[config.mk]
export PLATFORM = sky130hd
export DESIGN_NAME = set_intersection_distinct
export DESIGN_NICKNAME = d
export VERILOG_FILES = /design/src/rtl/sid_pkg.sv /design/src/rtl/set_intersection_distinct.sv /design/src/rtl/sid_ctrl.sv /design/src/rtl/sid_dp.sv
export VERILOG_INCLUDE_DIRS = /design/src /design/src/rtl
export SDC_FILE = /design/constraint.sdc
export NUM_CORES = 2
export LEC_CHECK = 0
export ABC_CLOCK_PERIOD_IN_PS = 8910
export BUFFER_PORTS_ARGS = -buffer_cell sky130_fd_sc_hd__buf_4
export CAP_MARGIN = 5
export CORE_MARGIN = 4
export CORE_UTILIZATION = 55
export CTS_CLUSTER_DIAMETER = 60
export DETAILED_ROUTE_END_ITERATION = 8
export GPL_TIMING_DRIVEN = 0
export HOLD_SLACK_MARGIN = 0.02
export MAX_ROUTING_LAYER = met4
export PLACE_DENSITY = 0.71
export SLEW_MARGIN = 20
export SYNTH_ARGS = -nofsm -noshare
export SYNTH_HDL_FRONTEND = slang
export SYNTH_SLANG_ARGS = --single-unit
export TNS_END_PERCENT = 10
[constraint.sdc]
create_clock -name clk -period 8.91 [get_ports clk]
set_clock_uncertainty 0.2 [all_clocks]
set_input_delay 0.4455 -clock clk [delete_from_list [all_inputs] [get_ports clk]]
set_output_delay 0.4455 -clock clk [all_outputs]
set_load 0.005 [all_outputs]
[src/rtl/assert_macros.svh]
// Assertion macros shared by the RTL of the set intersection block.
// Needs nothing else; included by the files that check their own logic.
`ifndef ASSERT_MACROS_SVH
`define ASSERT_MACROS_SVH

// Same-cycle implication, disabled during reset.
`define SID_ASSERT_NOW(label, clk, rst_n, ante, cons) \
	label: assert property (@(posedge clk) disable iff (!(rst_n)) (ante) |-> (cons)) \
		else $error("same-cycle check failed");

// Next-cycle implication, disabled during reset.
`define SID_ASSERT_NEXT(label, clk, rst_n, ante, cons) \
	label: assert property (@(posedge clk) disable iff (!(rst_n)) (ante) |=> (cons)) \
		else $error("next-cycle check failed");

`endif

[src/rtl/sid_pkg.sv]
// Package of the set intersection block: sizes, operation codes, state type,
// and the command and status structs between controller and datapath.
package sid_pkg;

	localparam int DEPTH     = 32;
	localparam int KEY_WIDTH = 64;
	localparam int CNT_W     = $clog2(DEPTH + 1);
	localparam int IDX_W     = (DEPTH > 1) ? $clog2(DEPTH) : 1;
	localparam int OP_W      = 2;

	localparam logic [OP_W-1:0] OP_ADD_FIRST  = 2'd0;
	localparam logic [OP_W-1:0] OP_ADD_SECOND = 2'd1;
	localparam logic [OP_W-1:0] OP_RUN        = 2'd2;

	typedef enum logic [3:0] {
		ST_IDLE,
		ST_CAND_RD,
		ST_CAND_LD,
		ST_DUP_RD,
		ST_DUP_CMP,
		ST_SEC_RD,
		ST_SEC_CMP,
		ST_PUSH,
		ST_NEXT,
		ST_FINISH
	} sid_state_t;

	typedef struct packed {
		logic load_first;
		logic load_second;
		logic sel_j;
		logic latch_cand;
		logic i_clr;
		logic i_inc;
		logic j_clr;
		logic j_inc;
		logic push_pend;
		logic emit_final;
	} sid_cmd_t;

	typedef struct packed {
		logic first_empty;
		logic i_last;
		logic j_at_i;
		logic j_at_sc;
		logic dup_hit;
		logic sec_hit;
		logic pend_vld;
		logic slot_free;
	} sid_status_t;

endpackage

[src/rtl/set_intersection_distinct.sv]
// Top level of the set intersection block: controller plus datapath.
// Depends on sid_pkg, sid_ctrl, sid_dp and assert_macros.svh.
//
//   channel | handshake          | payload
//   --------+--------------------+------------------------------------
//   input   | in_valid, in_stall | operation, key
//   output  | out_valid,out_stall| common_key, found, last, overflow
//
// Add requests are accepted in the idle state; back-to-back loads are accepted.
// A compute request walks the stores through one read port each: per first-list
// entry i, up to i duplicate compares plus up to second-count compares, each
// compare being a read state followed by a compare state.
// in_stall stays high for the whole compute; a stalled output only extends it.
// Reset clears the counts and flags; the key stores need no clearing.
module set_intersection_distinct (
	input  logic                          clk,
	input  logic                          arst_n,
	input  logic                          in_valid,
	output logic                          in_stall,
	input  logic [sid_pkg::OP_W-1:0]      operation,
	input  logic [sid_pkg::KEY_WIDTH-1:0] key,
	output logic                          out_valid,
	input  logic                          out_stall,
	output logic [sid_pkg::KEY_WIDTH-1:0] common_key,
	output logic                          found,
	output logic                          last,
	output logic                          overflow
);
	import sid_pkg::*;

	`include "assert_macros.svh"

	sid_cmd_t    cmd;
	sid_status_t sts;

	sid_ctrl u_ctrl (
		.clk       (clk),
		.arst_n    (arst_n),
		.in_valid  (in_valid),
		.operation (operation),
		.in_stall  (in_stall),
		.sts       (sts),
		.cmd       (cmd)
	);

	sid_dp u_dp (
		.clk        (clk),
		.arst_n     (arst_n),
		.key        (key),
		.cmd        (cmd),
		.sts        (sts),
		.out_valid  (out_valid),
		.out_stall  (out_stall),
		.common_key (common_key),
		.found      (found),
		.last       (last),
		.overflow   (overflow)
	);

	`SID_ASSERT_NEXT(a_final_is_last, clk, arst_n, cmd.emit_final, out_valid && last)
	`SID_ASSERT_NEXT(a_final_frees_input, clk, arst_n, cmd.emit_final, !in_stall)
	`SID_ASSERT_NEXT(a_run_holds_input, clk, arst_n, in_valid && !in_stall && operation == OP_RUN, in_stall)
	`SID_ASSERT_NOW(a_push_needs_slot, clk, arst_n, cmd.push_pend && sts.pend_vld, !out_valid || !out_stall)

endmodule

[src/rtl/sid_ctrl.sv]
// Controller of the set intersection block: the sequencing state machine.
// Depends on sid_pkg for the state type and the command and status structs.
module sid_ctrl (
	input  logic                     clk,
	input  logic                     arst_n,
	input  logic                     in_valid,
	input  logic [sid_pkg::OP_W-1:0] operation,
	output logic                     in_stall,
	input  sid_pkg::sid_status_t     sts,
	output sid_pkg::sid_cmd_t        cmd
);
	import sid_pkg::*;

	sid_state_t state_q;
	sid_state_t state_nxt;
	logic       run_req;

	assign run_req = in_valid && (operation == OP_RUN);

	always_ff @(posedge clk or negedge arst_n) begin
		if (!arst_n) begin
			state_q <= ST_IDLE;
		end else begin
			state_q <= state_nxt;
		end
	end

	always_comb begin
		state_nxt = state_q;
		case (state_q)
			ST_IDLE: begin
				if (run_req) begin
					state_nxt = sts.first_empty ? ST_FINISH : ST_CAND_RD;
				end
			end
			ST_CAND_RD: state_nxt = ST_CAND_LD;
			ST_CAND_LD: state_nxt = ST_DUP_RD;
			ST_DUP_RD:  state_nxt = sts.j_at_i ? ST_SEC_RD : ST_DUP_CMP;
			ST_DUP_CMP: state_nxt = sts.dup_hit ? ST_NEXT : ST_DUP_RD;
			ST_SEC_RD:  state_nxt = sts.j_at_sc ? ST_NEXT : ST_SEC_CMP;
			ST_SEC_CMP: state_nxt = sts.sec_hit ? ST_PUSH : ST_SEC_RD;
			ST_PUSH: begin
				if (!sts.pend_vld || sts.slot_free) begin
					state_nxt = ST_NEXT;
				end
			end
			ST_NEXT:    state_nxt = sts.i_last ? ST_FINISH : ST_CAND_RD;
			ST_FINISH: begin
				if (sts.slot_free) begin
					state_nxt = ST_IDLE;
				end
			end
			default:    state_nxt = ST_IDLE;
		endcase
	end

	always_comb begin
		cmd      = '0;
		in_stall = 1'b1;
		case (state_q)
			ST_IDLE: begin
				in_stall        = 1'b0;
				cmd.load_first  = in_valid && (operation == OP_ADD_FIRST);
				cmd.load_second = in_valid && (operation == OP_ADD_SECOND);
				cmd.i_clr       = run_req;
			end
			ST_CAND_LD: begin
				cmd.latch_cand = 1'b1;
				cmd.j_clr      = 1'b1;
			end
			ST_DUP_RD: begin
				cmd.sel_j = 1'b1;
				cmd.j_clr = sts.j_at_i;
			end
			ST_DUP_CMP: begin
				cmd.j_inc = !sts.dup_hit;
			end
			ST_SEC_CMP: begin
				cmd.j_inc = !sts.sec_hit;
			end
			ST_PUSH: begin
				cmd.push_pend = !sts.pend_vld || sts.slot_free;
			end
			ST_NEXT: begin
				cmd.i_inc = 1'b1;
			end
			ST_FINISH: begin
				cmd.emit_final = sts.slot_free;
			end
			default: begin
				cmd = '0;
			end
		endcase
	end

endmodule

[src/rtl/sid_dp.sv]
// Datapath of the set intersection block: both key stores, counters,
// candidate and pending registers, and the result register.
// Depends on sid_pkg; driven by sid_ctrl through the command struct.
module sid_dp (
	input  logic                          clk,
	input  logic                          arst_n,
	input  logic [sid_pkg::KEY_WIDTH-1:0] key,
	input  sid_pkg::sid_cmd_t             cmd,
	output sid_pkg::sid_status_t          sts,
	output logic                          out_valid,
	input  logic                          out_stall,
	output logic [sid_pkg::KEY_WIDTH-1:0] common_key,
	output logic                          found,
	output logic                          last,
	output logic                          overflow
);
	import sid_pkg::*;

	logic [KEY_WIDTH-1:0] first_mem  [DEPTH];
	logic [KEY_WIDTH-1:0] second_mem [DEPTH];
	logic [KEY_WIDTH-1:0] f_rdata_q;
	logic [KEY_WIDTH-1:0] s_rdata_q;
	logic [CNT_W-1:0]     fc_q;
	logic [CNT_W-1:0]     sc_q;
	logic [CNT_W-1:0]     i_q;
	logic [CNT_W-1:0]     j_q;
	logic [CNT_W-1:0]     f_addr;
	logic                 ovf_q;
	logic                 fc_full;
	logic                 sc_full;
	logic [KEY_WIDTH-1:0] cand_q;
	logic [KEY_WIDTH-1:0] pend_q;
	logic                 pend_vld_q;
	logic                 out_vld_q;
	logic [KEY_WIDTH-1:0] out_key_q;
	logic                 out_found_q;
	logic                 out_last_q;
	logic                 out_ovf_q;
	logic                 slot_free;
	logic                 out_load;

	assign fc_full   = (fc_q == CNT_W'(DEPTH));
	assign sc_full   = (sc_q == CNT_W'(DEPTH));
	assign f_addr    = cmd.sel_j ? j_q : i_q;
	assign slot_free = !out_vld_q || !out_stall;
	assign out_load  = cmd.emit_final || (cmd.push_pend && pend_vld_q);

	always_ff @(posedge clk) begin
		if (cmd.load_first && !fc_full) begin
			first_mem[fc_q[IDX_W-1:0]] <= key;
		end
		f_rdata_q <= first_mem[f_addr[IDX_W-1:0]];
	end

	always_ff @(posedge clk) begin
		if (cmd.load_second && !sc_full) begin
			second_mem[sc_q[IDX_W-1:0]] <= key;
		end
		s_rdata_q <= second_mem[j_q[IDX_W-1:0]];
	end

	always_ff @(posedge clk or negedge arst_n) begin
		if (!arst_n) begin
			fc_q  <= '0;
			sc_q  <= '0;
			ovf_q <= 1'b0;
		end else if (cmd.emit_final) begin
			fc_q  <= '0;
			sc_q  <= '0;
			ovf_q <= 1'b0;
		end else begin
			if (cmd.load_first) begin
				if (fc_full) begin
					ovf_q <= 1'b1;
				end else begin
					fc_q <= fc_q + 1'b1;
				end
			end
			if (cmd.load_second) begin
				if (sc_full) begin
					ovf_q <= 1'b1;
				end else begin
					sc_q <= sc_q + 1'b1;
				end
			end
		end
	end

	always_ff @(posedge clk or negedge arst_n) begin
		if (!arst_n) begin
			i_q <= '0;
			j_q <= '0;
		end else begin
			if (cmd.i_clr) begin
				i_q <= '0;
			end else if (cmd.i_inc) begin
				i_q <= i_q + 1'b1;
			end
			if (cmd.j_clr) begin
				j_q <= '0;
			end else if (cmd.j_inc) begin
				j_q <= j_q + 1'b1;
			end
		end
	end

	always_ff @(posedge clk) begin
		if (cmd.latch_cand) begin
			cand_q <= f_rdata_q;
		end
		if (cmd.push_pend) begin
			pend_q <= cand_q;
		end
	end

	always_ff @(posedge clk or negedge arst_n) begin
		if (!arst_n) begin
			pend_vld_q <= 1'b0;
		end else if (cmd.emit_final) begin
			pend_vld_q <= 1'b0;
		end else if (cmd.push_pend) begin
			pend_vld_q <= 1'b1;
		end
	end

	always_ff @(posedge clk or negedge arst_n) begin
		if (!arst_n) begin
			out_vld_q <= 1'b0;
		end else if (out_load) begin
			out_vld_q <= 1'b1;
		end else if (!out_stall) begin
			out_vld_q <= 1'b0;
		end
	end

	always_ff @(posedge clk) begin
		if (out_load) begin
			out_key_q   <= pend_vld_q ? pend_q : '0;
			out_found_q <= pend_vld_q;
			out_last_q  <= cmd.emit_final;
			out_ovf_q   <= ovf_q;
		end
	end

	assign sts.first_empty = (fc_q == '0);
	assign sts.i_last      = (CNT_W'(i_q + 1'b1) == fc_q);
	assign sts.j_at_i      = (j_q == i_q);
	assign sts.j_at_sc     = (j_q == sc_q);
	assign sts.dup_hit     = (f_rdata_q == cand_q);
	assign sts.sec_hit     = (s_rdata_q == cand_q);
	assign sts.pend_vld    = pend_vld_q;
	assign sts.slot_free   = slot_free;

	assign out_valid  = out_vld_q;
	assign common_key = out_key_q;
	assign found      = out_found_q;
	assign last       = out_last_q;
	assign overflow   = out_ovf_q;

endmodule

======== After elaboration in Yosys (flattened, before gate mapping) ========
Memories as Yosys holds them, arrays and structs flattened. A register that Yosys moved wholly into a read port is not among the register bits.
Index checks and enable logic that the tools add are counted.
cells by class
  eq/ne operators ......................... 24
  multiplexer cells ....................... 44
  add/sub/neg operators ................... 4
  reductions and logical operators ........ 27
operator list
  cell                                                                   count
  64-bit equality test                                                   2
  6-bit 2-to-1 mux                                                       10
  4-bit case mux with 10 select lines                                    1
  4-bit 2-to-1 mux                                                       7
  6-bit by 1-bit adder with 6-bit output, second input constant          4
  1-bit 2-to-1 mux                                                       21
  6-bit equality test                                                    3
  4-bit by 3-bit equality test with 1-bit output, second input constant  4
  6-bit equality test, second input constant                             2
  2-bit by 1-bit != test with 1-bit output, second input constant        6
  2-bit nonzero test                                                     5
  4-bit by 2-bit equality test with 1-bit output, second input constant  2
  4-bit equality test, second input constant                             2
  1-bit zero test                                                        7
  1-bit logical AND                                                      6
  6-bit zero test                                                        1
  5-bit 2-to-1 mux                                                       1
  4-bit by 1-bit equality test with 1-bit output, second input constant  1
  4-bit zero test                                                        1
  2-bit 2-to-1 mux                                                       2
  1-bit case mux with 2 select lines                                     2
  2-bit AND reduction                                                    2
  1-bit logical OR                                                       3
  3-bit AND reduction                                                    1
  other kinds (3)                                                        3
word-level totals
  output and inout port bits .............. 69
  memory bits (writable) .................. 4096
  input port bits ......................... 70
  word-level logic and storage cells ...... 115
  register bits after elaboration ......... 226
  memories ................................ 2
memory list
  name             words  bits a word  rd ports  clocked after memory_dff  write ports  line          text
  u_dp.first_mem   32     64           1         1                         1            sid_dp.sv:19  logic [KEY_WIDTH-1:0] first_mem [DEPTH];
  u_dp.second_mem  32     64           1         1                         1            sid_dp.sv:20  logic [KEY_WIDTH-1:0] second_mem [DEPTH];

======== Longest topological paths before layout ========
  depth in word-level cells ............... 7
  gate-level depth with buffers ........... 12
  depth with buffers taken out ............ 9

======== Modules after synthesis ========
From an unflattened synthesis, not the netlist that was laid out.
second synthesis, totals
  cell total of the unflattened synthesis .. 9916
  area, all modules ....................... 174924.0 um2
modules (own cells, without submodules)
  module    cells an instance  area each (um2)  times used  sequential area each (um2)
  sid_dp    9852               174466.1         1           132091.7
  sid_ctrl  64                 457.9            1           100.1

======== Worst setup path after synthesis ========
Ideal clock, no wire load.
  path type ............................... register to register
  start point ............................. reg u_ctrl.state_q[0]
  end point ............................... mem u_dp.first_mem[0][0], enable pin
  required time ........................... 8.145 ns
  setup time .............................. 0.565 ns
  buffers on the path ..................... 1
  cell stages (with the launch flop) ...... 6
  setup slack ............................. 2.226 ns
  period minus slack after synthesis ...... 6.684 ns
  arrival ................................. 5.920 ns
  path through ............................ dfrtp_1 -> buf_2 -> nor4_1 -> inv_1 -> or4b_4 -> nor3_1
between the ends
  word-level cells in the longest chain between the ends .. 5
RTL lines
  what                                    line            text
  start: declaration                      sid_ctrl.sv:14  sid_state_t state_q;
  start signal: assignment                sid_ctrl.sv:24  state_q <= state_nxt;
  4-bit zero test                         sid_ctrl.sv:60  case (state_q)
  2-bit 2-to-1 mux                        sid_ctrl.sv:60
  1-bit logical AND                       sid_dp.sv:49    if (cmd.load_first && !fc_full) begin
  1-bit 2-to-1 mux                        sid_dp.sv:49
  1-bit 2-to-1 mux (implied by the code)  sid_dp.sv:50    first_mem[fc_q[IDX_W-1:0]] <= key;
  end: declaration                        sid_dp.sv:19
No other way between the ends.

======== Worst setup path after layout ========
  start point ............................. reg u_ctrl.state_q[0]
  end point ............................... mem u_dp.first_mem[26][12], enable pin
The elaborated chain is that of the path after synthesis.

==> qor.csv <==
stage;metric;value;unit
final_layout;commonest non-fill, non-tap cell in the layout;edfxtp_1;
setup_path;worst-path fanout max;20;
global_route;first-pass GRT wire length;738000;µm
setup_path;worst reg2reg startpoint;u_ctrl.state_q[0];
synth;synthesized area;0.170;mm²
clocking;Root Driver;clkbuf_16;
synth;register area share after synthesis;77.5;%
hold_path;Hold Path Sink;u_dp.cand_q[4];
setup_path;R2R cell count;11;
power;Clk pwr share;31.9;%
placed_design;pre-CTS WS;3610;ps
synth;Synth warnings;0;
power;Comb power frac;25.8;%
power;Sw Share;32.1;%
timing;Final setup viols;0;
synth;Synth Net Count;8973;
setup_path;Setup crit end kind;flop;
detailed_routing;First DRT Iteration DRCs;18200;
final_layout;Area Growth Syn to Fin;16.1;%
setup_path;Critical Path RT;9350;ps
final_layout;most frequent cells in the layout;4291 x edfxtp_1, 1256 x nand2_1, 827 x mux4_2, 447 x clkbuf_16, 379 x nand3_1;
setup_path;worst path cell trace;buf_2, nor4_1, inv_1, or4b_4, dlygate4sd3_1, a31oi_4, nand2_1, nor2_4, buf_12, buf_16, buf_12;
floorplan;IO Count;139;
setup_path;FF-to-FF setup slack;3490;ps
floorplan;FP Rows;204;
synth;syn avg cell area;19.2;µm²
final_layout;nets@finish;9885;
setup_path;WS Path Type;flop to flop;
setup_path;RR Endpoint;u_dp.first_mem[26][12];
timing;Relative slew margins;11.3;%
synth;Post-synth EDFFs;4291;
timing;RSZ-0062 raised after global routing;false;
clocking;CTS sink count;4450;
setup_path;critical path's slowest cell;nor2_4;
power;net switching power figure;18.4;mW
floorplan;Die Area;0.319;mm²
power;Pleak;63.8;nW
detailed_routing;DR DRC count;2;
clocking;clock latency on the worst-skew pair;980;ps
final_layout;proportion of layout cells with a drive suffix above 1;22.9;%
synth;ys async rst share;0.697;%
detailed_routing;Final ANT Viol Nets;0;
global_route;GRT Util Overall;34.6;%
setup_path;most used cell along the critical path;buf_12;
global_route;largest net degree at the start of global routing;65;
timing;min cycle time layout;5420;ps
power;P_int;38.9;mW
final_layout;Core Util, Final;64.1;%
placed_design;placed wire-length estimate;363000;µm
setup_path;crit start category;flop;
timing;Slew @ Worst Pin;1320;ps
clocking;clock buffer depth;4;
final_layout;Cell Count, Final, Fillers Out;14300;
setup_path;Critical Path Max Stage Delay;760;ps
clocking;post-CTS setup repair buffer count;0;
setup_path;arrival time at the worst endpoint;5860;ps
global_route;vias in the first global route;92900;
floorplan;Die Wd;565;µm
placed_design;gpl congestion;0.940;
floorplan;CORE AREA;0.309;mm²
detailed_routing;via count;96600;
synth;synthesized instance count;8893;
synth;Main synth FF type;edfxtp_1;
global_route;antenna violations before repair;87;
final_layout;Design Area, Final;0.198;mm²
floorplan;Die Y;565;µm
run;max-cap violation count;0;
power;Flop pwr share;42.3;%
placed_design;Port Buffer Count;138;
timing;fin worst setup slack;3490;ps
detailed_routing;WL/cell;37.5;µm
hold_path;Hold Crit Class;flop to flop;
hold_path;Hold Path Stages;0;
clocking;Clock Pin Slew Worst Setup and Hold Paths;60;ps
timing;Tcrit/Tclk final;60.8;%
timing;Hold Slack;238;ps
timing;final hold violations;0;
power;Power, Total;57.3;mW
clocking;CTS Buf Count;438;
clocking;CTS H-tree lvls;5;
power;Power per Cell Area;290;mW/mm²
detailed_routing;Pre-antenna DRT Iters;9;
timing;FMAX;0.184;GHz
placed_design;placed cell count;13400;
detailed_routing;Vias/cell;6.73;
floorplan;initial core utilization;55.2;%
run_status;status;finished with violations;
synth;synthesis-stage register bit count;4450;
hold_path;min-delay src;u_dp.f_rdata_q[4];
timing;setup tns final;0;ps
global_route;global route total overflow;0;
clocking;TritonCTS clock tree;built;
power;maximum vdd drop;0.000241;V
detailed_routing;Total Wirelength;538000;µm
placed_design;DP Area;0.183;mm²
timing;final max-slew violation count;0;
synth;synth unique cells;78;
run_status;failing checks;design-rule violations;
[metal layers]
layer | up-vias | part of all wire, % | GRT usage (%)
met5 | - | 0 | -
met4 | 0 | 7.0 | 19.2
met3 | 1584 | 13 | 8.76
met2 | 7973 | 46 | 51.0
met1 | 49500 | 34 | 44.6
li1 | 37600 | - | -
[layout make-up]
cell class / instances / area (µm²)
tap: 4120 / 5150
clock inverter: 241 / 2190
inverter: 13 / 51.3
multi-input combinational: 3937 / 36300
sequential: 4450 / 132000
buffer: 493 / 2470
timing repair buffer: 472 / 7490
antenna: 48 / 120
fill: 20300 / 111000
clock buffer: 571 / 12000
[power by group through the flow]
stage / Sequential (mW) / Combinational, mW / Clock [mW]
finish: 24.3 / 14.8 / 18.3
global route: 24.2 / 15.2 / 19.3
CTS: 24.2 / 14.4 / 18.4
detailed placement: 24.7 / 14.2 / 0
global placement: 24.7 / 13.8 / 0
floorplan: 24.3 / 8.15 / 0
[worst max-delay path, delay by kind of cell, from the launching register on]
family          cells  cell delay [ps]
simple gates        4             2360
buf+inv             6             1750
flops               1              370
compound gates      1              330
[sequential cells by signal, indices dropped and copies added, names as in the netlist, 4 cells and up]
signal           flops
u_ctrl.state_q       4
u_dp.cand_q         64
u_dp.common_key     64
u_dp.f_rdata_q      64
u_dp.fc_q            6
u_dp.first_mem    2048
u_dp.i_q             6
u_dp.j_q             6
u_dp.pend_q         64
u_dp.s_rdata_q      64
u_dp.sc_q            6
u_dp.second_mem   2048
[repair_timing]
| item | in CTS | in global routing |
|---|---|---|
| setup endpoints to repair | 0 | 0 |
| endpoints found under the hold margin | 4131 | 0 |
| resized for setup | 0 | 0 |
| hold buffers | 74 | 0 |
[cell usage after synthesis, types with 21 or more instances]
| cell | instances | area share [%] |
|---|---|---|
| nand4_1 | 52 | 0.19 |
| nor2_1 | 155 | 0.34 |
| nand2_1 | 1256 | 2.8 |
| buf_4 | 36 | 0.16 |
| buf_1 | 48 | 0.11 |
| mux2i_1 | 111 | 0.65 |
| a31oi_1 | 64 | 0.23 |
| a22oi_1 | 43 | 0.19 |
| nand3_1 | 379 | 1.1 |
| buf_2 | 204 | 0.60 |
| dfxtp_1 | 128 | 1.5 |
| o21ai_0 | 49 | 0.14 |
| o211ai_1 | 21 | 0.092 |
| a32oi_1 | 37 | 0.19 |
| dfrtp_1 | 31 | 0.45 |
| and2_1 | 69 | 0.25 |
| xor2_1 | 143 | 0.73 |
| nand2b_1 | 71 | 0.26 |
| a21oi_1 | 146 | 0.43 |
| a32o_1 | 36 | 0.21 |
| edfxtp_1 | 4291 | 76 |
| nor3_1 | 43 | 0.13 |
| buf_6 | 21 | 0.14 |
| and3_1 | 85 | 0.31 |
| clkbuf_1 | 182 | 0.40 |
| nor4_1 | 58 | 0.21 |
| mux2_2 | 31 | 0.20 |
| a211oi_1 | 42 | 0.18 |
| mux4_2 | 827 | 11 |
[worst max-delay path by stage]
stage	end	start	depth (start not counted)
after CTS	u_dp.first_mem[26][3]	u_ctrl.state_q[0]	11
after global placement	u_dp.first_mem[0][8]	u_ctrl.state_q[0]	5
after global routing	u_dp.first_mem[26][16]	u_ctrl.state_q[0]	11
after floorplan	u_dp.first_mem[0][0]	u_ctrl.state_q[0]	5
final	u_dp.first_mem[26][12]	u_ctrl.state_q[0]	11
after detailed placement	u_dp.s_rdata_q[48]	u_dp.j_q[1]	8
[logic make-up after synthesis]
family,Yosys count,share of synthesized area (%)
and+or+nand+nor,2235,5.94
AOI/OAI and AO/OA,556,2.32
adders and majority gates,10,0.0734
muxes,977,11.9
buffers and inverters,506,1.45
xor gates and xnor gates,159,0.817
DFF,4450,77.5
Note: power is estimated with default switching activity, not from simulation.
